### config.mk
export PLATFORM = sky130hd
export DESIGN_NAME = eth_ipv4_tcp_header_parser
export DESIGN_NICKNAME = d
export VERILOG_FILES = /design/src/hw/rtl/eitp_pkg.sv /design/src/hw/rtl/eth_ipv4_tcp_header_parser.sv
export VERILOG_INCLUDE_DIRS = /design/src /design/src/hw/rtl
export SDC_FILE = /design/constraint.sdc
export NUM_CORES = 1
export LEC_CHECK = 0
export BUFFER_PORTS_ARGS = -buffer_cell sky130_fd_sc_hd__buf_2
export CAP_MARGIN = 25
export CORE_MARGIN = 2
export CORE_UTILIZATION = 60
export CTS_BUF_LIST = sky130_fd_sc_hd__clkbuf_4 sky130_fd_sc_hd__clkbuf_8
export DETAILED_ROUTE_END_ITERATION = 6
export PLACE_DENSITY = 0.81
export SYNTH_ARGS = -nofsm -noshare
export SYNTH_HDL_FRONTEND = slang
export SYNTH_SLANG_ARGS = --single-unit
### constraint.sdc
create_clock -name clock -period 15.5 [get_ports clock]
set_clock_uncertainty 0.05 [all_clocks]
set_input_delay 0.775 -clock clock [delete_from_list [all_inputs] [get_ports clock]]
set_output_delay 0.775 -clock clock [all_outputs]
set_load 0.03 [all_outputs]
### src/hw/rtl/eth_ipv4_tcp_header_parser_macros.svh
// Assertion macros for the Ethernet/IPv4/TCP header parser.
// Depends on nothing; included by eth_ipv4_tcp_header_parser, which carries the assertions.
`ifndef ETH_IPV4_TCP_HEADER_PARSER_MACROS_SVH
`define ETH_IPV4_TCP_HEADER_PARSER_MACROS_SVH

`ifndef SYNTHESIS

// Check that a condition holds in the same cycle as its trigger
`define EITP_ASSERT_SAME(label, clk, rst, ante, cons, msg) \
   label: assert property (@(posedge clk) disable iff (rst) (ante) |-> (cons)) \
      else $error(msg);

// Check that a condition holds in the cycle after its trigger
`define EITP_ASSERT_NEXT(label, clk, rst, ante, cons, msg) \
   label: assert property (@(posedge clk) disable iff (rst) (ante) |=> (cons)) \
      else $error(msg);

`else

`define EITP_ASSERT_SAME(label, clk, rst, ante, cons, msg)
`define EITP_ASSERT_NEXT(label, clk, rst, ante, cons, msg)

`endif

`endif

### src/hw/rtl/eitp_pkg.sv
// Types and constants for the Ethernet/IPv4/TCP header parser.
// Depends on nothing; imported by eth_ipv4_tcp_header_parser, its result checker and testbench.
package eitp_pkg;

   // Summary status codes
   typedef enum logic [2:0] {
      ST_TCP_OK    = 3'd0,
      ST_NOT_IPV4  = 3'd1,
      ST_NOT_TCP   = 3'd2,
      ST_TRUNCATED = 3'd3,
      ST_MALFORMED = 3'd4
   } status_type;

   // Frame parse phase
   typedef enum logic [1:0] {
      PH_HEAD    = 2'd0,
      PH_PAYLOAD = 2'd1,
      PH_DONE    = 2'd2
   } phase_type;

   // Result kinds
   localparam logic KIND_SUMMARY = 1'b0;
   localparam logic KIND_PAYLOAD = 1'b1;

   // Header layout
   localparam logic [15:0] OFF_SRC_MAC    = 16'd6;
   localparam logic [15:0] OFF_ETYPE_HI   = 16'd12;
   localparam logic [15:0] OFF_ETYPE_LO   = 16'd13;
   localparam logic [15:0] OFF_IP_START   = 16'd14;
   localparam logic [15:0] ETHERTYPE_IPV4 = 16'h0800;
   localparam logic [7:0]  PROTO_TCP      = 8'd6;
   localparam logic [3:0]  MIN_HDR_WORDS  = 4'd5;
   localparam logic [15:0] TCP_OFF_DOFF   = 16'd12;
   localparam logic [7:0]  SHOW_LIMIT_RESET = 8'd10;

   // Input item
   typedef struct packed {
      logic [7:0] data_byte;
      logic       last;
   } req_type;

   // Result item
   typedef struct packed {
      logic        kind;
      status_type  status;
      logic [47:0] dst_mac;
      logic [47:0] src_mac;
      logic [31:0] dst_ip;
      logic [31:0] src_ip;
      logic [15:0] src_port;
      logic [15:0] dst_port;
      logic [15:0] payload_len;
      logic [7:0]  payload_byte;
      logic        end_res;
   } rsp_type;

endpackage

### src/hw/rtl/eth_ipv4_tcp_header_parser.sv
// Ethernet/IPv4/TCP header parser: byte stream in, summary and payload items out.
// Depends on eitp_pkg and eth_ipv4_tcp_header_parser_macros.svh.
//
// An input transfer passes through the input register and then the result register.
// Throughput: one byte per cycle unless stalled; offset compare and capture sit in one stage.
// Reset (synchronous): frame state to header phase at offset zero, show_limit to 10.
`include "eth_ipv4_tcp_header_parser_macros.svh"

module eth_ipv4_tcp_header_parser (
   input  logic             clock,
   input  logic             reset,
   input  logic             req_valid,
   output logic             req_stall,
   input  eitp_pkg::req_type req_data,
   output logic             rsp_valid,
   input  logic             rsp_stall,
   output eitp_pkg::rsp_type rsp_data,
   input  logic             csr_valid,
   output logic             csr_ready,
   input  logic [7:0]       csr_data
);
   import eitp_pkg::*;

   // Per-frame capture state
   typedef struct packed {
      phase_type   phase;
      logic [15:0] byte_offset;
      logic [47:0] dst_mac;
      logic [47:0] src_mac;
      logic [15:0] ether_type;
      logic [3:0]  ip_header_words;
      logic [15:0] ip_total_len;
      logic [7:0]  protocol;
      logic [31:0] src_ip;
      logic [31:0] dst_ip;
      logic [15:0] src_port;
      logic [15:0] dst_port;
      logic [3:0]  tcp_header_words;
      logic [7:0]  payload_left;
   } frame_type;

   logic       in_valid_ff;
   req_type    in_ff;
   frame_type  frame_ff, frame_in;
   logic [7:0] show_limit_ff;
   logic       rsp_valid_ff;
   rsp_type    rsp_data_ff, rsp_data_in;
   logic       emit_in;
   logic       advance;

   // Result register free or being drained
   assign advance   = !rsp_valid_ff || !rsp_stall;
   assign req_stall = in_valid_ff && !advance;
   assign rsp_valid = rsp_valid_ff;
   assign rsp_data  = rsp_data_ff;
   assign csr_ready = 1'b1;

   // Configuration register
   always_ff @(posedge clock) begin
      if (reset) begin
         show_limit_ff <= SHOW_LIMIT_RESET;
      end else if (csr_valid && csr_ready) begin
         show_limit_ff <= csr_data;
      end
   end

   // Input register: load on transfer, drop once consumed
   always_ff @(posedge clock) begin
      if (reset) begin
         in_valid_ff <= 1'b0;
      end else if (req_valid && !req_stall) begin
         in_valid_ff <= 1'b1;
      end else if (advance) begin
         in_valid_ff <= 1'b0;
      end
   end

   always_ff @(posedge clock) begin
      if (req_valid && !req_stall) begin
         in_ff <= req_data;
      end
   end

   // Frame state register
   always_ff @(posedge clock) begin
      if (reset) begin
         frame_ff <= '0;
      end else if (in_valid_ff && advance) begin
         frame_ff <= frame_in;
      end
   end

   // Next frame state and result for the held byte
   always_comb begin
      logic [7:0]  b;
      logic [15:0] off;
      logic [15:0] ip_end;
      logic [15:0] ip_rel;
      logic [15:0] tcp_rel;
      logic [15:0] tcp_end_rel;
      logic [6:0]  hdr_bytes;
      logic [15:0] plen;
      logic [7:0]  shown;
      logic        st_valid;
      status_type  st_code;
      logic        end_item;

      b           = in_ff.data_byte;
      off         = frame_ff.byte_offset;
      ip_end      = OFF_IP_START + {10'd0, frame_ff.ip_header_words, 2'b00};
      ip_rel      = off - OFF_IP_START;
      tcp_rel     = off - ip_end;
      tcp_end_rel = {10'd0, frame_ff.tcp_header_words, 2'b00} - 16'd1;
      hdr_bytes   = {1'b0, frame_ff.ip_header_words, 2'b00}
                  + {1'b0, frame_ff.tcp_header_words, 2'b00};
      plen        = '0;
      shown       = '0;
      st_valid    = 1'b0;
      st_code     = ST_TRUNCATED;
      end_item    = 1'b1;
      frame_in    = frame_ff;
      rsp_data_in = '0;
      emit_in     = 1'b0;

      unique case (frame_ff.phase)
         PH_HEAD: begin
            // Capture the field that this offset falls in
            if (off < OFF_SRC_MAC) begin
               frame_in.dst_mac = {frame_ff.dst_mac[39:0], b};
            end else if (off < OFF_ETYPE_HI) begin
               frame_in.src_mac = {frame_ff.src_mac[39:0], b};
            end else if (off == OFF_ETYPE_HI) begin
               frame_in.ether_type = {b, 8'h00};
            end else if (off == OFF_ETYPE_LO) begin
               frame_in.ether_type = {frame_ff.ether_type[15:8], b};
               if (frame_in.ether_type != ETHERTYPE_IPV4) begin
                  st_valid = 1'b1;
                  st_code  = ST_NOT_IPV4;
               end
            end else if (off == OFF_IP_START) begin
               frame_in.ip_header_words = b[3:0];
               if (b[3:0] < MIN_HDR_WORDS) begin
                  st_valid = 1'b1;
                  st_code  = ST_MALFORMED;
               end
            end else if (off < ip_end) begin
               case (ip_rel) inside
                  16'd2, 16'd3: frame_in.ip_total_len = {frame_ff.ip_total_len[7:0], b};
                  16'd9:        frame_in.protocol = b;
                  [16'd12:16'd15]: frame_in.src_ip = {frame_ff.src_ip[23:0], b};
                  [16'd16:16'd19]: frame_in.dst_ip = {frame_ff.dst_ip[23:0], b};
                  default: ;
               endcase
               if (ip_rel == 16'd19 && frame_ff.protocol != PROTO_TCP) begin
                  st_valid = 1'b1;
                  st_code  = ST_NOT_TCP;
               end
            end else begin
               if (tcp_rel < 16'd2) begin
                  frame_in.src_port = {frame_ff.src_port[7:0], b};
               end else if (tcp_rel < 16'd4) begin
                  frame_in.dst_port = {frame_ff.dst_port[7:0], b};
               end else if (tcp_rel == TCP_OFF_DOFF) begin
                  frame_in.tcp_header_words = b[7:4];
                  if (b[7:4] < MIN_HDR_WORDS) begin
                     st_valid = 1'b1;
                     st_code  = ST_MALFORMED;
                  end
               end else if (tcp_rel > TCP_OFF_DOFF && tcp_rel == tcp_end_rel) begin
                  st_valid = 1'b1;
                  st_code  = ST_TCP_OK;
               end
            end

            // Frame ended before the summary was due
            if (!st_valid && in_ff.last) begin
               st_valid = 1'b1;
               st_code  = ST_TRUNCATED;
            end

            // Build the summary and pick the payload count
            if (st_valid) begin
               if (st_code == ST_TCP_OK) begin
                  plen  = (frame_ff.ip_total_len > {9'd0, hdr_bytes})
                        ? frame_ff.ip_total_len - {9'd0, hdr_bytes} : 16'd0;
                  shown = (plen < {8'd0, show_limit_ff}) ? plen[7:0] : show_limit_ff;
                  if (shown != 8'd0 && !in_ff.last) begin
                     end_item              = 1'b0;
                     frame_in.payload_left = shown;
                  end
               end
               emit_in                 = 1'b1;
               rsp_data_in.kind        = KIND_SUMMARY;
               rsp_data_in.status      = st_code;
               rsp_data_in.dst_mac     = frame_in.dst_mac;
               rsp_data_in.src_mac     = frame_in.src_mac;
               rsp_data_in.dst_ip      = frame_in.dst_ip;
               rsp_data_in.src_ip      = frame_in.src_ip;
               rsp_data_in.src_port    = frame_in.src_port;
               rsp_data_in.dst_port    = frame_in.dst_port;
               rsp_data_in.payload_len = plen;
               rsp_data_in.end_res     = end_item;
               frame_in.phase          = end_item ? PH_DONE : PH_PAYLOAD;
            end

            // Advance the offset, saturating
            if (off != 16'hFFFF) begin
               frame_in.byte_offset = off + 16'd1;
            end
         end

         PH_PAYLOAD: begin
            frame_in.payload_left    = frame_ff.payload_left - 8'd1;
            emit_in                  = 1'b1;
            rsp_data_in.kind         = KIND_PAYLOAD;
            rsp_data_in.status       = ST_TCP_OK;
            rsp_data_in.payload_byte = b;
            rsp_data_in.end_res      = (frame_in.payload_left == 8'd0) || in_ff.last;
            if (frame_in.payload_left == 8'd0) begin
               frame_in.phase = PH_DONE;
            end
         end

         default: ;
      endcase

      // Last byte returns the frame state to reset
      if (in_ff.last) begin
         frame_in = '0;
      end
   end

   // Result register
   always_ff @(posedge clock) begin
      if (reset) begin
         rsp_valid_ff <= 1'b0;
      end else if (advance) begin
         rsp_valid_ff <= in_valid_ff && emit_in;
      end
   end

   always_ff @(posedge clock) begin
      if (advance) begin
         rsp_data_ff <= rsp_data_in;
      end
   end

   // Checks
   `EITP_ASSERT_SAME(a_payload_left_nonzero, clock, reset,
      frame_ff.phase == PH_PAYLOAD, frame_ff.payload_left != 8'd0,
      "payload phase with no bytes left")
   `EITP_ASSERT_NEXT(a_done_is_silent, clock, reset,
      in_valid_ff && advance && frame_ff.phase == PH_DONE, !rsp_valid_ff,
      "result produced after the frame was finished")
   `EITP_ASSERT_NEXT(a_last_clears_frame, clock, reset,
      in_valid_ff && advance && in_ff.last,
      frame_ff.phase == PH_HEAD && frame_ff.byte_offset == 16'd0,
      "frame state not cleared after last byte")

endmodule

==> impl_metrics.env <==
export IMPL_status="finished with violations"
export IMPL_violations="DRC"
export IMPL_routed_via_density=6.03
export IMPL_pwr_share_clk_pct=43.5
export IMPL_antenna_left=0
export IMPL_period_needed_ns=6.16
export IMPL_cts_tree="yes"
export IMPL_min_period_over_period_pct=39.8
export IMPL_seqPwrFrac_pct=51.8
export IMPL_antenna_found_initial=0
export IMPL_rsz0062_at_grt="false"
export IMPL_drt_first_pass_iters=7
export IMPL_yosys_top_cells_area="edfxtp_1 (31%), dfxtp_1 (24%), a22oi_1 (7.1%)"
export IMPL_fp_row_count=70
export IMPL_gp_routability_congestion=0.939
export IMPL_post_drt_wl_per_cell_um=19.1
export IMPL_drc=1
export IMPL_post_route_util_pct=69.6
export IMPL_path_clk_slew_ns=0.06
export IMPL_drive_gt1_share_pct=19.2
export IMPL_synth_async_sr_flop_share_pct=0
export IMPL_ctsLongestPathBuffers=3
export IMPL_endpoint_kind="flop"
export IMPL_ir_drop_mv=0.0880
export IMPL_hp_class="in -> reg"
export IMPL_clkSinkCount=498
export IMPL_required_ns=15.78
export IMPL_antennaDiodeCount=0
export IMPL_fmax_mhz=162
export IMPL_maxCapViolCount=0
export IMPL_grt_pass1_vias=16600
export IMPL_layout_cells_most_common="nor2_1"
export IMPL_switching_share_pct=23.1
export IMPL_num_io_pins=246
export IMPL_grt_max_degree=91
export IMPL_synth_seq_area_share_pct=55.7
export IMPL_drv_slew=0
export IMPL_cp_max_fo=80
export IMPL_mostFrequentLayoutCells="nor2_1 (347), nand2_1 (322), dfxtp_1 (268), buf_2 (243), edfxtp_1 (230)"
export IMPL_yosysUniqueCellTypes=81
export IMPL_synth_top_flop_cell="dfxtp_1"
export IMPL_finish_instance_area_sq_um=25400
export IMPL_grt_usage_pct=29.0
export IMPL_synth_top_cell_by_area="edfxtp_1"
export IMPL_p_sw_uw=624
export IMPL_dpl_cell_area_sq_um=23500
export IMPL_dieHeight_um=196
export IMPL_cts_htree_levels=3
export IMPL_timing_hold_ws_ns=0.257
export IMPL_syn_area_per_cell_sq_um=9.79
export IMPL_root_buffer="clkbuf_8"
export IMPL_areaGrowthSynthToFinish_pct=15.1
export IMPL_setup_viol=0
export IMPL_die_area_sq_um=38300
export IMPL_hold_viol=0
export IMPL_p_int_mw=2.07
export IMPL_p_leak_nw=10.0
export IMPL_grt_pass1_wl_mm=89.0
export IMPL_tns_ns=0
export IMPL_drt_wl_total_mm=56.8
export IMPL_drtIter0Drc=1610
export IMPL_cp_arrival_ns=6.45
export IMPL_dpl_hpwl_mm=36.1
export IMPL_nNetsFinal=2502
export IMPL_share_comb_of_total_power_pct=4.6
export IMPL_cts_setup_buffers=0
export IMPL_clk_latency_ns=0.64
export IMPL_worstSetupPathType="reg -> reg"
export IMPL_cts_made_buffers=79
export IMPL_syn_inst=2252
export IMPL_fillCellCount=2661
export IMPL_slew_headroom_pct=26.5
export IMPL_synth_seq_cells=498
export IMPL_syn_nets=2309
export IMPL_power_density_nw_per_um2=106
export IMPL_synthesis_area_sq_um=22000
export IMPL_via_count=18000
export IMPL_synth_top_area_share_pct=31.3
export IMPL_synth_edf_count=230
export IMPL_power_mw=2.70
export IMPL_coreArea_sq_um=36400
export IMPL_numPortBuffers=244
export IMPL_yosysWarnings=0
export IMPL_worstMarginPinSlew_ns=1.09
export IMPL_die_w_um=196
export IMPL_start_util_pct=60.5
export IMPL_gr_total_overflow=0
export IMPL_start_kind="flop"
export IMPL_ctsResizeCount=0
export IMPL_ctsHoldBuffers=0
state kept, by name, indices dropped and copies added, names as in the netlist:
name           count
in_valid_ff        1
show_limit_ff      8
in_ff              9
frame_ff         258
rsp_valid          1
rsp_data         221
routing by layer:
layer / track usage (%) / vias up / part of all wire [%]
met5: 0 / - / 0
met4: 10.3 / 0 / 2.8
met3: 5.67 / 123 / 8.4
met2: 44.3 / 838 / 45
met1: 41.7 / 8602 / 44
li1: - / 8405 / -
synthesized netlist by cell type, types with 18 or more instances:
cell,instances
clkbuf_1,138
inv_1,36
nand3_1,34
mux2i_1,82
nor2_1,350
a22oi_1,209
xnor2_1,24
nor3_1,34
ha_1,32
nand2_1,323
edfxtp_1,230
dfxtp_1,268
a21oi_1,167
o21ai_0,32
o211ai_1,18
and2_1,18
path summary, 6_finish.rpt:
check	startpoint	to	slack, ns	depth (start not counted)
max reg2reg	frame_ff[132]	rsp_data[106]	9.34	16
max	frame_ff[132]	rsp_data[106]	9.34	16
min	req_data[2]	in_ff[2]	0.26	1
min reg2reg	frame_ff[7]	frame_ff[7]	0.43	2
power by group through the flow:
stage / logic [mW] / clock network (mW) / registers [mW]
4_1_cts: 0.122 / 1.19 / 1.40
2_1_floorplan: 0.0528 / 0 / 1.46
3_5_place_dp: 0.122 / 0 / 1.43
6_report: 0.125 / 1.17 / 1.40
5_1_grt: 0.132 / 1.25 / 1.40
3_3_place_gp: 0.119 / 0 / 1.43
kinds of logic (layout without fill, tap and decap cells):
family                   Yosys count  count (layout)  share of synthesized area (%)
flip-flops                       498             498                           55.7
AO/OA/AOI/OAI                    505             505                           15.4
adder cells (fa/ha/maj)           35              35                           2.09
other                              1               1                         0.0170
AND/OR/NAND/NOR                  883             883                           17.5
buffers and inverters            205             464                           3.83
XOR/XNOR                          41              41                           1.63
multiplexers                      84              84                           3.83
layout make-up:
cell class / count / area [sq um] / area share [%]
clock buffer: 132 / 1570 / 6.20
clock inverter: 15 / 123 / 0.483
inverter: 36 / 135 / 0.533
multi-input combinational: 1549 / 9030 / 35.6
sequential: 498 / 12300 / 48.4
tap: 468 / 586 / 2.31
timing repair buffer: 281 / 1650 / 6.51
per-stage QoR:
| step | worst slack (ns) | cells |
|---|---|---|
| final | 9.34 | 2979 |
| after global routing | 8.94 | 2979 |
| after CTS | 8.62 | 2972 |
| after detailed placement | 8.67 | 2825 |
| after global placement | 8.88 | 2821 |
| after floorplan | 7.09 | 2252 |
critical path, cell delays in order, from the launching register on:
cell and delay, ns:
dfxtp_1 0.45, inv_1 0.07, ha_1 0.22, nand3b_1 0.19
ha_1 0.50, or4b_1 0.50, or4_4 0.45, and3_1 0.23
nor4bb_1 0.29, nand4_1 0.24, o21bai_1 0.30, o21ai_2 0.11
o21ba_2 0.26, o21ai_4 0.24, buf_4 0.73, buf_4 0.79
nor2_1 0.15
(Power assumes the default switching activity.)
